--- config.mk ---
export PLATFORM = sky130hd
export DESIGN_NAME = cbpt_ram
export DESIGN_NICKNAME = d
export VERILOG_FILES = /design/src/channel_baseline_peak_tracker_macros.svh /design/src/cbpt_ram.sv
export SDC_FILE = /design/constraint.sdc
export NUM_CORES = 1
export LEC_CHECK = 0
export BUFFER_PORTS_ARGS = -buffer_cell sky130_fd_sc_hd__clkbuf_2
export CORE_MARGIN = 2
export CORE_UTILIZATION = 45
export DETAILED_ROUTE_END_ITERATION = 8
export HOLD_SLACK_MARGIN = 0.02
export SETUP_SLACK_MARGIN = 0.3
export SLEW_MARGIN = 20
export SYNTH_ARGS = -nofsm -noshare
export SYNTH_HDL_FRONTEND = slang
export SYNTH_SLANG_ARGS = --single-unit
--- constraint.sdc ---
create_clock -name aclk -period 4.2 [get_ports aclk]
set_clock_uncertainty 0.05 [all_clocks]
set_input_delay 0.21 -clock aclk [delete_from_list [all_inputs] [get_ports aclk]]
set_output_delay 0.21 -clock aclk [all_outputs]
set_load 0.03 [all_outputs]
--- src/channel_baseline_peak_tracker_macros.svh ---
// assertion macros shared by the channel baseline peak tracker rtl
`ifndef CHANNEL_BASELINE_PEAK_TRACKER_MACROS_SVH
`define CHANNEL_BASELINE_PEAK_TRACKER_MACROS_SVH
`ifndef ASSERT_OFF
// same-cycle implication
`define CBPT_ASSERT_IMPLY(label, clk, rst_n, ante, cons) \
    label: assert property (@(posedge clk) disable iff (!rst_n) (ante) |-> (cons)) \
        else $error("assertion failed");
// next-cycle implication
`define CBPT_ASSERT_NEXT(label, clk, rst_n, ante, cons) \
    label: assert property (@(posedge clk) disable iff (!rst_n) (ante) |=> (cons)) \
        else $error("assertion failed");
`else
`define CBPT_ASSERT_IMPLY(label, clk, rst_n, ante, cons)
`define CBPT_ASSERT_NEXT(label, clk, rst_n, ante, cons)
`endif
`endif

--- src/cbpt_ram.sv ---
// generic single-port-write, registered-read ram
`default_nettype none
module cbpt_ram #(
    parameter int DEPTH = 32,
    parameter int WIDTH = 16,
    parameter int AW    = $clog2(DEPTH)
) (
    input  wire logic             aclk,
    input  wire logic             we,
    input  wire logic [AW-1:0]    waddr,
    input  wire logic [WIDTH-1:0] wdata,
    input  wire logic [AW-1:0]    raddr,
    output logic      [WIDTH-1:0] rdata
);
    logic [WIDTH-1:0] mem [DEPTH];

    // write port and registered read
    always_ff @(posedge aclk) begin
        if (we) begin
            mem[waddr] <= wdata;
        end
        rdata <= mem[raddr];
    end
endmodule
`default_nettype wire

; Yosys cells after proc, flatten, opt, wreduce, memory -nomap -nowiden
; Memory sizes are Yosys's and may differ from the RTL's. A register that Yosys moved wholly into a read port is not among the register bits.
; Index checks and enable logic that the tools add are counted.
[classes]
n_mux = 2
[ops]
columns = cell, count
row1 = $mux 1, 2
[word_totals]
memories = 1
regBits = 0
in_bits = 28
elab_cells = 3
ram_bits = 512
output_inout_bits = 16
[mem_list]
columns = name, depth, width, rd, rd_ports_with_merged_regs, wr, line
row1 = mem, 32, 16, 1, 1, 1, cbpt_ram.sv:15  ; logic [WIDTH-1:0] mem [DEPTH];

; Longest topological paths before layout
[depth]
word_depth = 2
mapped_depth = 8
mapped_depth_nobuf = 5

; Worst setup path after synthesis
; OpenSTA, ideal clock, no wires.
[synth_path]
path_type = input to register
start = in waddr[1]
end = mem mem[12][0] (enable)
setup_time_ns = 0.388
path_stages = 3
setup_slack_ns = 2.200
n_path_buf = 1
arrival_time_ns = 1.562
cell_sequence = or3b_2 -> clkbuf_1 -> nor2_1
[synth_rtl]
columns = item, line
row1 = from (decl), cbpt_ram.sv:10  ; input wire logic [AW-1:0] waddr,
row2 = to (decl), cbpt_ram.sv:15
; Straight into the memory's write port.

==> reports/results.ini <==
[final_layout]
final_nets = 1236
fin_area_um2 = 22900
layout-drive-gt1-share_pct = 12.8
layout.cells.non_filler = 1847
final_util_pct = 50.7
synthToLayoutAreaGrowth_pct = 11.6
n_antenna_cell = 0

[worst_setup_path]
critPathMaxFanout = 25
worstSetupStartpoint = raddr[1]
r2r_end = rdata[10]
startpoint_type = input pin
critical_path_arrival_ps = 2490
r2r_slack_ps = 2430
critPathKind = in -> reg
rr_worst_depth = 5
endpoint = rdata[13]
timing.rr.start = mem[1][10]
end_kind = flip-flop
worstPathRequired_ps = 4600

[logic_synthesis]
yosysWarningCount = 0
yosysSeqAreaShare_pct = 76.4
yosys.area.top_type_share_pct = 74.9
synth_edf_count = 512
ys_top_cells_by_area = edfxtp_1 75%, mux2i_1 12%, a22oi_1 2.3%, dfxtp_1 1.6%, a22o_1 1.4%
syn-cell-area_um2 = 20500
avgSynthCellArea_um2 = 18.0
synthDistinctLibCells = 26
synth_ff_type = edfxtp_1
synth_top_area_cell = edfxtp_1
ys_seq_elements = 528
syn_nets = 1171
async_flop_share_pct = 0
synth_commonest_cells = 512 x edfxtp_1, 256 x mux2i_1, 64 x a22oi_1, 34 x nand3_1
yosysMostFrequentCell = edfxtp_1
synthCells = 1143

[floorplanning]
floorplan.initialDensity_pct = 45.4
rows = 78
die_h_um = 218
num_io_pins = 44
design.die.area_um2 = 47400
die_w_um = 218
coreArea_um2 = 45200

[timing]
rsz0062_at_grt = false
tns_ps = 0
slew_viol_final = 0
period_share_pct = 49.7
fmax_ghz = 0.479
setup_violations = 0
worst_pin_slew_ps = 1070
hold_viol_final = 0
period_needed_ps = 2090
slew_headroom_pct = 28.3

[route]
drc = 0
vias = 10500
viasPerCell = 5.69
drt-initial-drc-count = 1044
wire_per_inst_um = 26.0
routed_wl_um = 48100
antenna_left = 0
dr.pass1.iters = 5

[pwr]
clkPwrFrac_pct = 40.2
p_leak_nw = 7.95
peakVddDrop_v = 0.000351
netSwitchingFraction_pct = 21.4
combPwrFrac_pct = 5.6
power.density_nw_per_um2 = 474
intPower_w = 0.00854
p_seq_share_pct = 54.2
p_switching_w = 0.00233

[outcome]
outcome = finished, final reports clean

[clocking]
cts.path.max_buffers = 3
root_buffer = clkbuf_16
cts_tree = built
clock_sinks = 528
cts_buffers = 53
path_clk_slew_ps = 60
clk_latency_ps = 590
htreeDepth = 2
post-cts-setup-buffer-count = 0
cts_hold_buf = 0
post_cts_resized = 0

[min_path]
min-delay-path-class = in -> reg

[global_routing]
gr-total-overflow = 0
track_usage_pct = 20.5
grt_max_degree = 64
grt_pass1_vias = 10500
grt_pass1_wl_um = 69800
antenna_found_initial = 2

[placement]
dp_hpwl_um = 27500
gp_congestion = 0.826
place_inst = 1753
port_buffers = 43
placed_area_um2 = 21300

[job]
drv_cap = 0

power groups by stage:
stage	clock, W	combinational (W)	sequential (W)
2_1_floorplan	0	0.000329	0.00603
3_3_place_gp	0	0.000606	0.00600
3_5_place_dp	0	0.000612	0.00600
4_1_cts	0.00445	0.000613	0.00589
5_1_grt	0.00466	0.000650	0.00589
6_report	0.00436	0.000610	0.00589
routing by layer:
metal	up-vias	track usage, %	part of all wire, %
met2	330	32.9	48
met3	86	3.57	5.9
li1	4699	-	-
met4	2	6.78	2.6
met5	-	0	0.027
met1	5391	28.4	44
through the flow:
stage	worst slack, ps	power, W	hold WS (ps)
after global placement	1580	0.00661	531
after floorplan	2200	0.00636	259
after global routing	2030	0.0112	134
after detailed placement	1580	0.00661	540
after CTS	2200	0.0110	111
final	2110	0.0109	150
cell usage in the layout, fill, tap and decap left out, types with 2 or more instances in the layout:
cell type	synthesis	final
clkbuf_2	0	42
a21oi_1	32	32
a31oi_1	16	16
clkbuf_1	12	14
nand3b_1	5	5
a22oi_1	64	64
or3b_2	3	3
nor2_4	1	4
nand3_1	34	34
a22o_1	32	32
mux2i_1	256	256
clkbuf_16	0	55
nand4_1	16	16
nor3_1	16	16
nand2b_1	2	2
buf_12	5	4
buf_4	19	30
clkinv_2	0	6
nor2b_4	0	2
clkinv_1	0	16
nor2_2	0	9
bufinv_16	0	2
edfxtp_1	512	512
nor2_1	33	21
dfxtp_1	16	16
nand2_1	33	33
critical path: stages:
cell	delay (ps)
clkbuf_2	150
nor2b_4	640
buf_4	430
buf_4	400
a22oi_1	150
a31oi_1	360
nand3_1	100
how the worst min path moves through the flow:
stage / startpoint / endpoint / slack [ps] / depth (start not counted)
global route: raddr[4] / rdata[8] / 130 / 4
CTS: raddr[4] / rdata[8] / 110 / 4
floorplan: wdata[0] / mem[0][0] / 260 / 0
detailed placement: mem[10][3] / rdata[3] / 540 / 4
finish: raddr[4] / rdata[8] / 150 / 4
global placement: mem[10][3] / rdata[3] / 530 / 4
logic make-up (layout without fill, tap and decap cells):
logic type      after synthesis  in the layout  synth area share, %
simple gates                148            148                 3.49
flops                       528            528                 76.4
mux                         256            256                 12.5
compound gates              144            144                 4.97
buf+inv                      67            171                 2.63
final cells by class:
type | instances | area, um^2
Clock buffer | 69 | 1430
Clock inverter | 25 | 159
Fill cell | 3641 | 22300
Multi-Input combinational cell | 548 | 4360
Sequential cell | 528 | 15700
Tap cell | 600 | 751
Timing Repair Buffer | 77 | 531
registers in the layout, indices dropped and copies added, names as in the netlist:
| signal | flops |
|---|---|
| mem | 512 |
| rdata | 16 |
No activity file was read; power rests on OpenSTA's default activity.
