--- src/channel_baseline_peak_tracker_macros.svh ---
// assertion macros shared by the channel baseline peak tracker rtl
`ifndef CHANNEL_BASELINE_PEAK_TRACKER_MACROS_SVH
`define CHANNEL_BASELINE_PEAK_TRACKER_MACROS_SVH
`ifndef ASSERT_OFF
// same-cycle implication
`define CBPT_ASSERT_IMPLY(label, clk, rst_n, ante, cons) \
    label: assert property (@(posedge clk) disable iff (!rst_n) (ante) |-> (cons)) \
        else $error("assertion failed");
// next-cycle implication
`define CBPT_ASSERT_NEXT(label, clk, rst_n, ante, cons) \
    label: assert property (@(posedge clk) disable iff (!rst_n) (ante) |=> (cons)) \
        else $error("assertion failed");
`else
`define CBPT_ASSERT_IMPLY(label, clk, rst_n, ante, cons)
`define CBPT_ASSERT_NEXT(label, clk, rst_n, ante, cons)
`endif
`endif

--- src/cbpt_pkg.sv ---
// constants and types of the channel baseline peak tracker
`default_nettype none
package cbpt_pkg;
    localparam int CHANNELS    = 32;
    // must be a power of two
    localparam int AVG_DEPTH   = 16;
    localparam int SAMPLE_BITS = 16;

    localparam int AVG_LOG2 = $clog2(AVG_DEPTH);
    localparam int SLOT_W   = AVG_LOG2;
    localparam int CH_W     = 5;
    localparam int CH_AW    = $clog2(CHANNELS);
    localparam int DL_DEPTH = CHANNELS * AVG_DEPTH;
    localparam int DL_AW    = CH_AW + SLOT_W;
    localparam int SUM_W    = SAMPLE_BITS + SLOT_W + 1;
    localparam int NUM_W    = SUM_W + 2;
    localparam int PEAK_W   = SAMPLE_BITS + 1;
    localparam int COST_W   = 18;
    localparam int REC_W    = 16;
    localparam int CFG_IW   = 2;
    localparam int CFG_DW   = 16;

    localparam logic [1:0] MODE_HALT  = 2'd0;
    localparam logic [1:0] MODE_AVG   = 2'd1;
    localparam logic [1:0] MODE_ANA   = 2'd2;
    // unused code, behaves as halt
    localparam logic [1:0] MODE_SPARE = 2'd3;

    localparam logic [CFG_IW-1:0] CFG_MODE    = 2'd0;
    localparam logic [CFG_IW-1:0] CFG_RECORDS = 2'd1;
    localparam logic [CFG_IW-1:0] CFG_ACTIVE  = 2'd2;

    localparam logic KIND_SAMPLE = 1'b0;
    localparam logic KIND_COST   = 1'b1;
    localparam logic RES_FINISH  = 1'b0;
    localparam logic RES_COST    = 1'b1;

    localparam logic [REC_W-1:0] RECORDS_RESET = 16'd1000;

    // one word of the per-channel memory
    typedef struct packed {
        logic signed [SUM_W-1:0] sum;
        logic [PEAK_W-1:0]       peak;
    } chan_word_t;
endpackage
`default_nettype wire

--- src/cbpt_peak_calc.sv ---
// magnitude of sample minus baseline, rounded half away from zero
`default_nettype none
module cbpt_peak_calc (
    input  wire logic signed [cbpt_pkg::SAMPLE_BITS-1:0] sample,
    input  wire logic signed [cbpt_pkg::SUM_W-1:0]       sum,
    output logic             [cbpt_pkg::PEAK_W-1:0]      mag
);
    logic signed [cbpt_pkg::NUM_W-1:0] num;
    logic        [cbpt_pkg::NUM_W-1:0] num_abs;
    logic        [cbpt_pkg::NUM_W-1:0] quo;
    logic        [cbpt_pkg::AVG_LOG2-1:0] rem;
    logic                              round_up;

    // scaled difference, then divide by the window length with rounding
    always_comb begin
        num = (cbpt_pkg::NUM_W'(sample) <<< cbpt_pkg::AVG_LOG2) - cbpt_pkg::NUM_W'(sum);
        num_abs = num[cbpt_pkg::NUM_W-1] ? cbpt_pkg::NUM_W'(-num) : cbpt_pkg::NUM_W'(num);
        quo = num_abs >> cbpt_pkg::AVG_LOG2;
        rem = num_abs[cbpt_pkg::AVG_LOG2-1:0];
        round_up = (rem >= cbpt_pkg::AVG_LOG2'(cbpt_pkg::AVG_DEPTH / 2));
        mag = quo[cbpt_pkg::PEAK_W-1:0] + cbpt_pkg::PEAK_W'(round_up);
    end
endmodule
`default_nettype wire

--- config.mk ---
export PLATFORM = sky130hd
export DESIGN_NAME = cbpt_peak_calc
export DESIGN_NICKNAME = d
export VERILOG_FILES = /design/src/channel_baseline_peak_tracker_macros.svh /design/src/cbpt_pkg.sv /design/src/cbpt_peak_calc.sv
export SDC_FILE = /design/constraint.sdc
export NUM_CORES = 1
export LEC_CHECK = 0
export BUFFER_PORTS_ARGS = -buffer_cell sky130_fd_sc_hd__buf_2
export CAP_MARGIN = 10
export CELL_PAD_IN_SITES_DETAIL_PLACEMENT = 1
export CELL_PAD_IN_SITES_GLOBAL_PLACEMENT = 1
export CORE_ASPECT_RATIO = 1.1
export CORE_UTILIZATION = 41
export DETAILED_ROUTE_END_ITERATION = 6
export PLACE_DENSITY_LB_ADDON = 0.1
export SLEW_MARGIN = 15
export SYNTH_ARGS = -nofsm -noshare
export SYNTH_HDL_FRONTEND = slang
export SYNTH_SLANG_ARGS = --single-unit
--- constraint.sdc ---
create_clock -name vclk -period 5.4
set_clock_uncertainty 0.05 [all_clocks]
set_input_delay 0.54 -clock vclk [all_inputs]
set_output_delay 0.54 -clock vclk [all_outputs]
set_load 0.01 [all_outputs]
# After elaboration in Yosys (flattened, before gate mapping)
# Index checks and enable logic that the tools add are counted.
[word_totals]
reg_bits = 0
inputBits = 37
word_cells = 5
[op_classes]
n_addsub = 3
magnitude_cmp = 1
mux = 1
[op_table]
columns = ["operator", "n"]
rows = [
  ["$sub A20 B21 Y22", 1],
  ["$mux W21", 1],
  ["$neg A21 Y21", 1],
  ["$add A17 B1 Y17", 1],
  ["$ge A4 B4 Y1 const B", 1],
]

# Logic depth before layout (Yosys ltp)
# Gate-level depths: netlist of the first run.
[logic_depth]
word_depth = 5
mapped_depth = 19

# Worst setup path before layout of the first run
# No wires, ideal clock.
[synth_path]
path_kind = "in2out"
start = "input sum[8] (netlist name)"
end = "output mag[16] (netlist name)"
arrival_time_ps = 4068
t_required_ps = 4810
slack_ps = 742
path_stages = 19
n_path_buf = 2
path_cell_list = "inv_1 > ha_1 > buf_2 > a21o_1 > a21oi_2 > o32a_1 > a31oi_2 > nor2_1 > clkbuf_1 > a21oi_1 > a31oi_1 > xor2_1 > ha_1 > ha_1 > nand4_1 > a21o_1 > nand2b_1 > nor4_2 > xnor2_1"
[synth_between]
elab_chain_len = 4
word_cells_on_any_way = 5
[synth_rtl]
columns = ["item", "line", "text"]
rows = [
  ["from (decl)", "cbpt_peak_calc.sv:5", "input wire logic signed [cbpt_pkg::SUM_W-1:0] sum,"],
  ["$sub A20 B21 Y22 *", "cbpt_peak_calc.sv:16", "num = (cbpt_pkg::NUM_W'(sample) <<< cbpt_pkg::AVG_LOG2) - cbpt_pkg::NUM_W'(sum);"],
  ["$neg A21 Y21 or $mux W21 (tied branches)", "cbpt_peak_calc.sv:17", "num_abs = num[cbpt_pkg::NUM_W-1] ? cbpt_pkg::NUM_W'(-num) : cbpt_pkg::NUM_W'(num);"],
  ["$mux W21 *", "cbpt_peak_calc.sv:17", ""],
  ["$add A17 B1 Y17 *", "cbpt_peak_calc.sv:21", "mag = quo[cbpt_pkg::PEAK_W-1:0] + cbpt_pkg::PEAK_W'(round_up);"],
  ["to (decl)", "cbpt_peak_calc.sv:6", "output logic [cbpt_pkg::PEAK_W-1:0] mag"],
]
# Every way passes the cells marked *; elsewhere a longest branch is shown, timed or not.

# Worst setup path after layout of the first run
[layout_path]
start = "input sample[6] (netlist name)"
end = "output mag[16] (netlist name)"
[layout_between]
elab_chain_len = 4
word_cells_on_any_way = 5
[layout_rtl]
columns = ["item", "line", "text"]
rows = [
  ["from (decl)", "cbpt_peak_calc.sv:4", "input wire logic signed [cbpt_pkg::SAMPLE_BITS-1:0] sample,"],
  ["$sub A20 B21 Y22 *", "cbpt_peak_calc.sv:16", ""],
  ["$neg A21 Y21 or $mux W21 (tied branches)", "cbpt_peak_calc.sv:17", ""],
  ["$mux W21 *", "cbpt_peak_calc.sv:17", ""],
  ["$add A17 B1 Y17 *", "cbpt_peak_calc.sv:21", ""],
]
# Marks and branches as above.

==> results of run 1 <==
layer usage:
metal  share of wire [%]  global-route usage, %
met1                  51                   31.4
met2                  47                   39.7
met3                 1.6                  0.607
met4                   0                   1.11
met5                   0                      0
critical path: cells and delay by family:
family | cells | cell delay [ns]
buf+inv | 2 | 0.24
simple gates | 6 | 1.20
compound gates | 4 | 1.00
xor+xnor | 2 | 0.31
fa+ha+maj | 3 | 0.96
area by class of cell:
| cell class | count | area (sq um) | area share [%] |
|---|---|---|---|
| Multi-Input combinational cell | 303 | 2270 | 82.5 |
| Tap cell | 77 | 96.3 | 3.50 |
| Inverter | 23 | 86.3 | 3.13 |
| Timing Repair Buffer | 58 | 300 | 10.9 |
cell families after synthesis:
family | after synthesis
AO/OA/AOI/OAI | 111
buffers and inverters | 36
adder cells (fa/ha/maj) | 20
XOR/XNOR | 44
multiplexers | 2
AND/OR/NAND/NOR | 126
synthesized netlist by cell type, types with 3 or more instances:
cell / n
nand4_1: 6
xor2_1: 9
nand2_1: 22
o21ai_0: 14
a21oi_1: 23
nor2_1: 27
o211ai_1: 6
o21bai_1: 3
nand3b_1: 3
inv_1: 23
o31ai_1: 4
a211oi_1: 5
and2_1: 5
a21o_1: 9
buf_2: 8
or2_2: 3
o21ai_1: 6
a31oi_1: 8
nor2b_1: 4
a41oi_1: 3
nor3_1: 8
xnor2_1: 33
clkbuf_1: 3
and3_1: 5
nand2b_1: 3
ha_1: 20
a211o_1: 4
nand3_1: 11
how the worst max path moves through the flow:
stage	endpoint	slack, ns	cells past startpoint
after floorplan	mag[16]	0.74	19
after global placement	mag[16]	0.68	18
after detailed placement	mag[16]	0.53	18
after CTS	mag[16]	0.52	18
after global routing	mag[16]	0.18	19
final	mag[16]	0.54	17
power by group:
part	switching (W)	leakage [nW]	internal, W
sequential	0	0	0
combinational	0.000282	1.17	0.000198
clock	0	0	0
total	0.000282	1.17	0.000198
metrics by stage:
step	cell area, sq um	utilization [%]
global placement	2760	48.1
detailed placement	2760	48.1
CTS	2760	48.1
finish	2760	48.1
global route	2760	48.1
floorplan	2420	-
==> impl_metrics.ini, run 1 <==
[cts]
post_cts_buffers = 0
cts_hold_buffers = 0
cts.repair.resized = 0

[synthesis]
yosys.area.top_type = xnor2_1
synth_cells = 339
syn-cell-area_sq_mm = 0.00242
synth_top_family_by_area = compound AO/OA/AOI/OAI gates
yosysWarnings = 0
muxShareOfSynthArea_pct = 0.826
synth.avg_cell_area_sq_um = 7.15
synth_compound_area_share_pct = 34.6
synth-xor-area-share_pct = 16.5
synth_area_leaders = xnor2_1, ha_1, a21oi_1, nor2_1, inv_1
synth_top_area_share_pct = 11.9
synth_fa_ha_area_share_pct = 10.3
yosysSeqAreaShare_pct = 0
synth.distinct_cells = 76
synth-simple-area-share_pct = 31.6
syn_nets = 396

[outcome]
outcome = finished clean

[setup_path]
crit_start = sample[6]
crit_required_ns = 4.81
crit_slowest_cell = ha_1
critical_path_class = input pin to primary output
crit_fanout = 11
critical_path.most_common_cell = ha_1
crit_arrival_ns = 4.27
cp_slowest_stage_delay_ns = 0.47
cp-start-kind = input pin
cp-end-kind = primary output
crit_chain = buf_2 -> ha_1 -> nand3_1 -> or3_1 -> a211o_1 -> a31oi_2 -> nor2_1 -> a31oi_1 -> xor2_1 -> ha_1 -> ha_1 -> nand4_1 -> a21o_1 -> nand2b_1 -> nor4_2 -> xnor2_1 -> buf_2

[timing]
hold_slack_ns = 1.72
fin_crit_sh_pct = 90.0
final-hold-violation-count = 0
fin_crit_ns = 4.86
fmax_mhz = 206
rsz0062_at_grt = false
finalSetupViolations = 0
fin_tns_setup_ns = 0
worst_slack_ns = 0.543
drv_slew = 0
relSlewSlack_pct = 51.4
worstMarginPinSlew_ns = 0.726

[power]
power_per_cell_area_mw_per_mm2 = 174
total_power_w = 0.000479
cellLeakagePower_nw = 1.17
irDropWorstVdd_mv = 0.0647

[final_layout]
clkbuf_count = 0
layout_common_cells = buf_2, xnor2_1, nor2_1, inv_1, a21oi_1
fin_cells = 461
seq_area_sq_um = 0
seq_cells = 0
drive_gt1_share_pct = 24.5
nNetsFinal = 443
diodes = 0
layout.filler_cells = 794
syn_to_final_growth_pct = 13.7
mostFrequentLayoutCell = buf_2

[detailed_routing]
wl_per_cell_um = 14.6
wl_um = 6730
viasPerCell = 5.62
via_count = 2592
ant_nets = 0
dr.pass1.iters = 4
drt_iter0_markers = 91
remaining_drc_errors = 0

[floorplanning]
die_width_um = 75.3
die_h_um = 82.6
initial_utilization_pct = 42.3
num_rows = 29
dieArea_sq_mm = 0.00622
ios = 54
core_sq_mm = 0.00573

[min_path]
hold_path_class = input pin to primary output
worstHoldEndpoint = mag[0]
worstHoldPathCells = 5
hold_start = sum[3]

[global_route]
first_global_vias = 2492
grt.total_usage_pct = 22.4
grt_overflow = 0
grt_max_degree = 19
grt_pass1_wl_um = 11300
antenna_found_initial = 0

[run]
timing.max_cap.violations = 0

[place]
io_buffers = 54
place_ws_ns = 0.533
dp_cells = 461
dp_hpwl_um = 5690
routabilityCongestion = 0.835
Power figures use the tool's default switching activity.
==> run 2: changes to the inputs <==
Settings changed: ABC_AREA set to 1, CORE_UTILIZATION 41 to 37, REMOVE_ABC_BUFFERS set to 1.
==> impl_metrics.ini, run 2 <==
[final_layout]
mostFrequentLayoutCell = nand2_1
clkbuf_count = 0
fin_cells = 665
diodes = 0
multi_input_area_sq_mm = 0.00215
drive_gt1_share_pct = 16.6
seq_cells = 0
syn_to_final_growth_pct = 13.7
layout_common_cells = nand2_1, inv_1, nand3_1, buf_2, nor2_1
nNetsFinal = 642
seq_area_sq_um = 0
layout.filler_cells = 1055
design_area_sq_mm = 0.00293

[timing]
rsz0062_at_grt = false
fin_crit_sh_pct = 79.5
hold_slack_ns = 1.74
final-hold-violation-count = 0
fmax_mhz = 233
fin_crit_ns = 4.29
fin_tns_setup_ns = 0
finalSetupViolations = 0
worstMarginPinSlew_ns = 0.373
relSlewSlack_pct = 75.0
drv_slew = 0

[setup_path]
cp-end-kind = primary output
cp_slowest_stage_delay_ns = 0.41
crit_chain = buf_2 -> ha_1 -> nand2_2 -> inv_1 -> nand2_1 -> nand2_1 -> a21oi_1 -> nand2_2 -> nand2_2 -> nand3_2 -> nand2_4 -> nand2_1 -> xor2_1 -> inv_1 -> ha_1 -> ha_1 -> nand2_1 -> nor2_4 -> nand2_1 -> nor2_1 -> a21oi_1 -> buf_2
cp-start-kind = input pin
crit_required_ns = 4.81
critical_path.most_common_cell = nand2_1
critical-path-top-delay-family = simple AND/OR/NAND/NOR gates
critPathBufInv = 4
critical_path_class = input pin to primary output
crit_arrival_ns = 3.70
crit_slowest_cell = ha_1
crit_start = sample[3]
crit_fanout = 28

[global_route]
grtUsageMet1_pct = 25.4
grtUsageMet2_pct = 45.7
grt_util_met3_pct = 0.816
grt.total_usage_pct = 22.4
grt_max_degree = 29
first_global_vias = 3179
antenna_found_initial = 0
busiest_layer = met2
grt_pass1_wl_um = 13200
grt_overflow = 0

[place]
place_area_sq_mm = 0.00293
routabilityCongestion = 0.840
dp_hpwl_um = 7230
dp_cells = 665
io_buffers = 54

[power]
seqPwrFrac_pct = 0
switching_share_pct = 65.2
pwr-share-comb_pct = 100.0
irDropWorstVdd_mv = 0.0937
pwr-share-clk_pct = 0
cellLeakagePower_nw = 1.81
p_sw_w = 0.000310
power_per_cell_area_mw_per_mm2 = 162
intPower_w = 0.000166

[floorplanning]
num_rows = 31
initial_utilization_pct = 38.6
core_sq_mm = 0.00667
die_width_um = 81.6
dieArea_sq_mm = 0.00730
ios = 54
die_h_um = 89.5

[synthesis]
yosysSeqAreaShare_pct = 0
syn-cell-area_sq_mm = 0.00258
synth.avg_cell_area_sq_um = 4.85
yosysWarnings = 0
synth.distinct_cells = 27
synth_area_leaders = nand2_1, inv_1, nand3_1, ha_1, nor2_1
yosys.area.top_type = nand2_1
netlist_top_cells_count = nand2_1, inv_1, nand3_1
synth_top_area_share_pct = 28.7
synth_cells = 531
synth.most_common_cell = nand2_1

[cts]
post_cts_buffers = 0
cts.repair.resized = 0
cts_hold_buffers = 0

[detailed_routing]
dr.pass1.iters = 4
wl_per_cell_um = 11.8
viasPerCell = 5.00
drt_iter0_markers = 77
via_count = 3322
remaining_drc_errors = 0
wl_um = 7870
ant_nets = 0

[min_path]
hold_path_class = input pin to primary output
hold_start = sum[3]

[outcome]
outcome = finished clean

[run]
timing.max_cap.violations = 0
run 2: worst paths after layout:
path / depth (start not counted) / slack, ns / to
worst min-delay path: 7 / 1.74 / mag[0]
worst max-delay path: 22 / 1.11 / mag[14]
run 2: layout make-up:
cell class,instances,share of cell area [%]
inverter,110,14.1
tap,82,3.50
timing repair buffer,54,9.22
multi-input combinational,419,73.2
run 2: per-layer routing:
layer  wire length, um  part of all wire, %  vias up
met3               151                  1.9       12
met4               138                  1.8        0
met2              4040                   51       51
met5                 0                    0        -
li1                  -                    -     1732
met1              3540                   45     1527
run 2: metrics by stage:
stage	util, %	worst slack, ns	total power, W
after floorplan	-	1.64	0.000348
after global placement	43.9	1.24	0.000462
after detailed placement	43.9	1.09	0.000479
after CTS	43.9	1.08	0.000480
after global routing	43.9	0.801	0.000547
final	43.9	1.11	0.000476
run 2: power by group through the flow:
stage / Clock, W / Combinational (W) / Sequential [W]
3_5_place_dp: 0 / 0.000479 / 0
3_3_place_gp: 0 / 0.000462 / 0
6_report: 0 / 0.000476 / 0
4_1_cts: 0 / 0.000480 / 0
5_1_grt: 0 / 0.000547 / 0
2_1_floorplan: 0 / 0.000348 / 0
run 2: cells by family (layout without fill, tap and decap cells):
family,Yosys count,in the layout,share of synthesized area (%)
AO/OA/AOI/OAI,29,29,6.31
AND/OR/NAND/NOR,353,353,61.2
adder cells (fa/ha/maj),20,20,9.71
buffers and inverters,112,164,16.7
XOR/XNOR,17,17,6.07
run 2: tightest hold or removal path, stage by stage:
cell	delay, ns
buf_2	0.17
nand2_1	0.08
nand2_1	0.09
xor2_1	0.07
inv_1	0.06
ha_1	0.13
buf_2	0.12
==> run 3: changes to the inputs <==
Settings changed: CORE_UTILIZATION 37 to 34.
Clock period 5.4 ns to 3.9 ns, I/O delays scaled along.
==> impl_metrics.ini, run 3 (synthesized netlist as in run 2, its figures left out) <==
[outcome]
outcome = finished clean

[floorplanning]
die_width_um = 85.0
dieArea_sq_mm = 0.00793
core_sq_mm = 0.00717
num_rows = 32
die_h_um = 93.3
ios = 54
initial_utilization_pct = 36.0

[timing]
fin_crit_sh_pct = 92.7
fin_tns_setup_ns = 0
relSlewSlack_pct = 76.2
fin_crit_ns = 3.62
drv_slew = 0
final-hold-violation-count = 0
worstMarginPinSlew_ns = 0.354
finalSetupViolations = 0
fmax_mhz = 277

[final_layout]
nNetsFinal = 655
syn_to_final_growth_pct = 21.7
seq_area_sq_um = 0
diodes = 0
layout_common_cells = nand2_1, inv_1, nand3_1, buf_2, nor2_1
seq_cells = 0
mostFrequentLayoutCell = nand2_1
clkbuf_count = 0
design_area_sq_mm = 0.00314
drive_gt1_share_pct = 21.6

[place]
dp_hpwl_um = 7360
place_area_sq_mm = 0.00299
routabilityCongestion = 0.845
io_buffers = 54

[min_path]
hold_start = sum[3]
worstHoldEndpoint = mag[0]
hold_path_class = input pin to primary output
worstHoldPathCells = 7

[setup_path]
critical_path.most_common_cell = nand2_1
cp-start-kind = input pin
cp_slowest_stage_delay_ns = 0.30
crit_slowest_cell = ha_2
crit_fanout = 7
crit_arrival_ns = 3.18
crit_required_ns = 3.46
crit_chain = buf_2 -> inv_1 -> ha_2 -> nand2_1 -> nand2_1 -> inv_1 -> nand2_1 -> a21oi_2 -> nand2_2 -> nand2_2 -> nand3_2 -> nand2_4 -> nand2_1 -> xor2_1 -> inv_1 -> ha_2 -> ha_4 -> nand2_1 -> nor2_4 -> buf_4 -> nand3_1 -> nand2_1 -> buf_2
cp-end-kind = primary output
critical_path_class = input pin to primary output

[detailed_routing]
via_count = 3324
ant_nets = 0
wl_per_cell_um = 12.1
remaining_drc_errors = 0
viasPerCell = 4.88
wl_um = 8220
drt_iter0_markers = 66
dr.pass1.iters = 4

[cts]
cts_hold_buffers = 0

[global_route]
antenna_found_initial = 0
grt.total_usage_pct = 21.1
grt_max_degree = 19
grt_overflow = 0
first_global_vias = 3274
grt_pass1_wl_um = 14100

[run]
timing.max_cap.violations = 0

[power]
cellLeakagePower_nw = 1.88
total_power_w = 0.000708
irDropWorstVdd_mv = 0.0556
power_per_cell_area_mw_per_mm2 = 226
-- run 3: cell types whose count changed in the layout (fill, tap and decap cells not counted), sizes merged --
cell,previous run,this run
buf,54,67
-- run 3: critical path: cells and delay by family --
kind / cells / cell delay (ns)
buffers and inverters: 6 / 0.54
XOR/XNOR: 1 / 0.14
AND/OR/NAND/NOR: 12 / 1.19
adder cells (fa/ha/maj): 3 / 0.68
AO/OA/AOI/OAI: 1 / 0.22
-- run 3: cell type report --
class                           count  area [sq um]
Timing Repair Buffer               67           368
Inverter                          110           413
Tap cell                           85           106
Fill cell                        1108          4030
Multi-Input combinational cell    419          2250
-- run 3: layer usage --
layer  wire [um]  track usage (%)  vias up
met3          88                0        2
met5           0                0        -
met1        3760             26.5     1524
met4          15            0.847        0
met2        4360             42.0       36
li1            -                -     1762
-- run 3: stage by stage --
| step | utilization, % | setup slack, ns | hold WS (ns) | cells |
|---|---|---|---|---|
| after global placement | 41.7 | 0.128 | 1.43 | 675 |
| after global routing | 43.8 | -0.0182 | 1.53 | 681 |
| final | 43.8 | 0.284 | 1.46 | 681 |
| after floorplan | - | 0.442 | 1.11 | 529 |
| after CTS | 41.7 | 0.0317 | 1.45 | 675 |
| after detailed placement | 41.7 | 0.0452 | 1.45 | 675 |
-- run 3: repair_timing --
item / in CTS / in global routing
resized for setup: 0 / 25
setup buffers: 0 / 6
endpoints found under the setup margin: 0 / 9
-- run 3: how the worst max path moves through the flow --
stage,cells past startpoint,from,endpoint,slack (ns)
2_1_floorplan,20,sum[7],mag[10],0.44
3_3_place_gp,19,sample[12],mag[12],0.13
3_5_place_dp,22,sample[4],mag[12],0.05
4_1_cts,22,sample[4],mag[12],0.03
5_1_grt,23,sum[12],mag[12],-0.02
6_report,23,sum[8],mag[16],0.28
-- run 3: report_power, final --
part / total, W / switching (W) / internal, W
combinational: 0.000708 / 0.000446 / 0.000261
clock: 0 / 0 / 0
sequential: 0 / 0 / 0
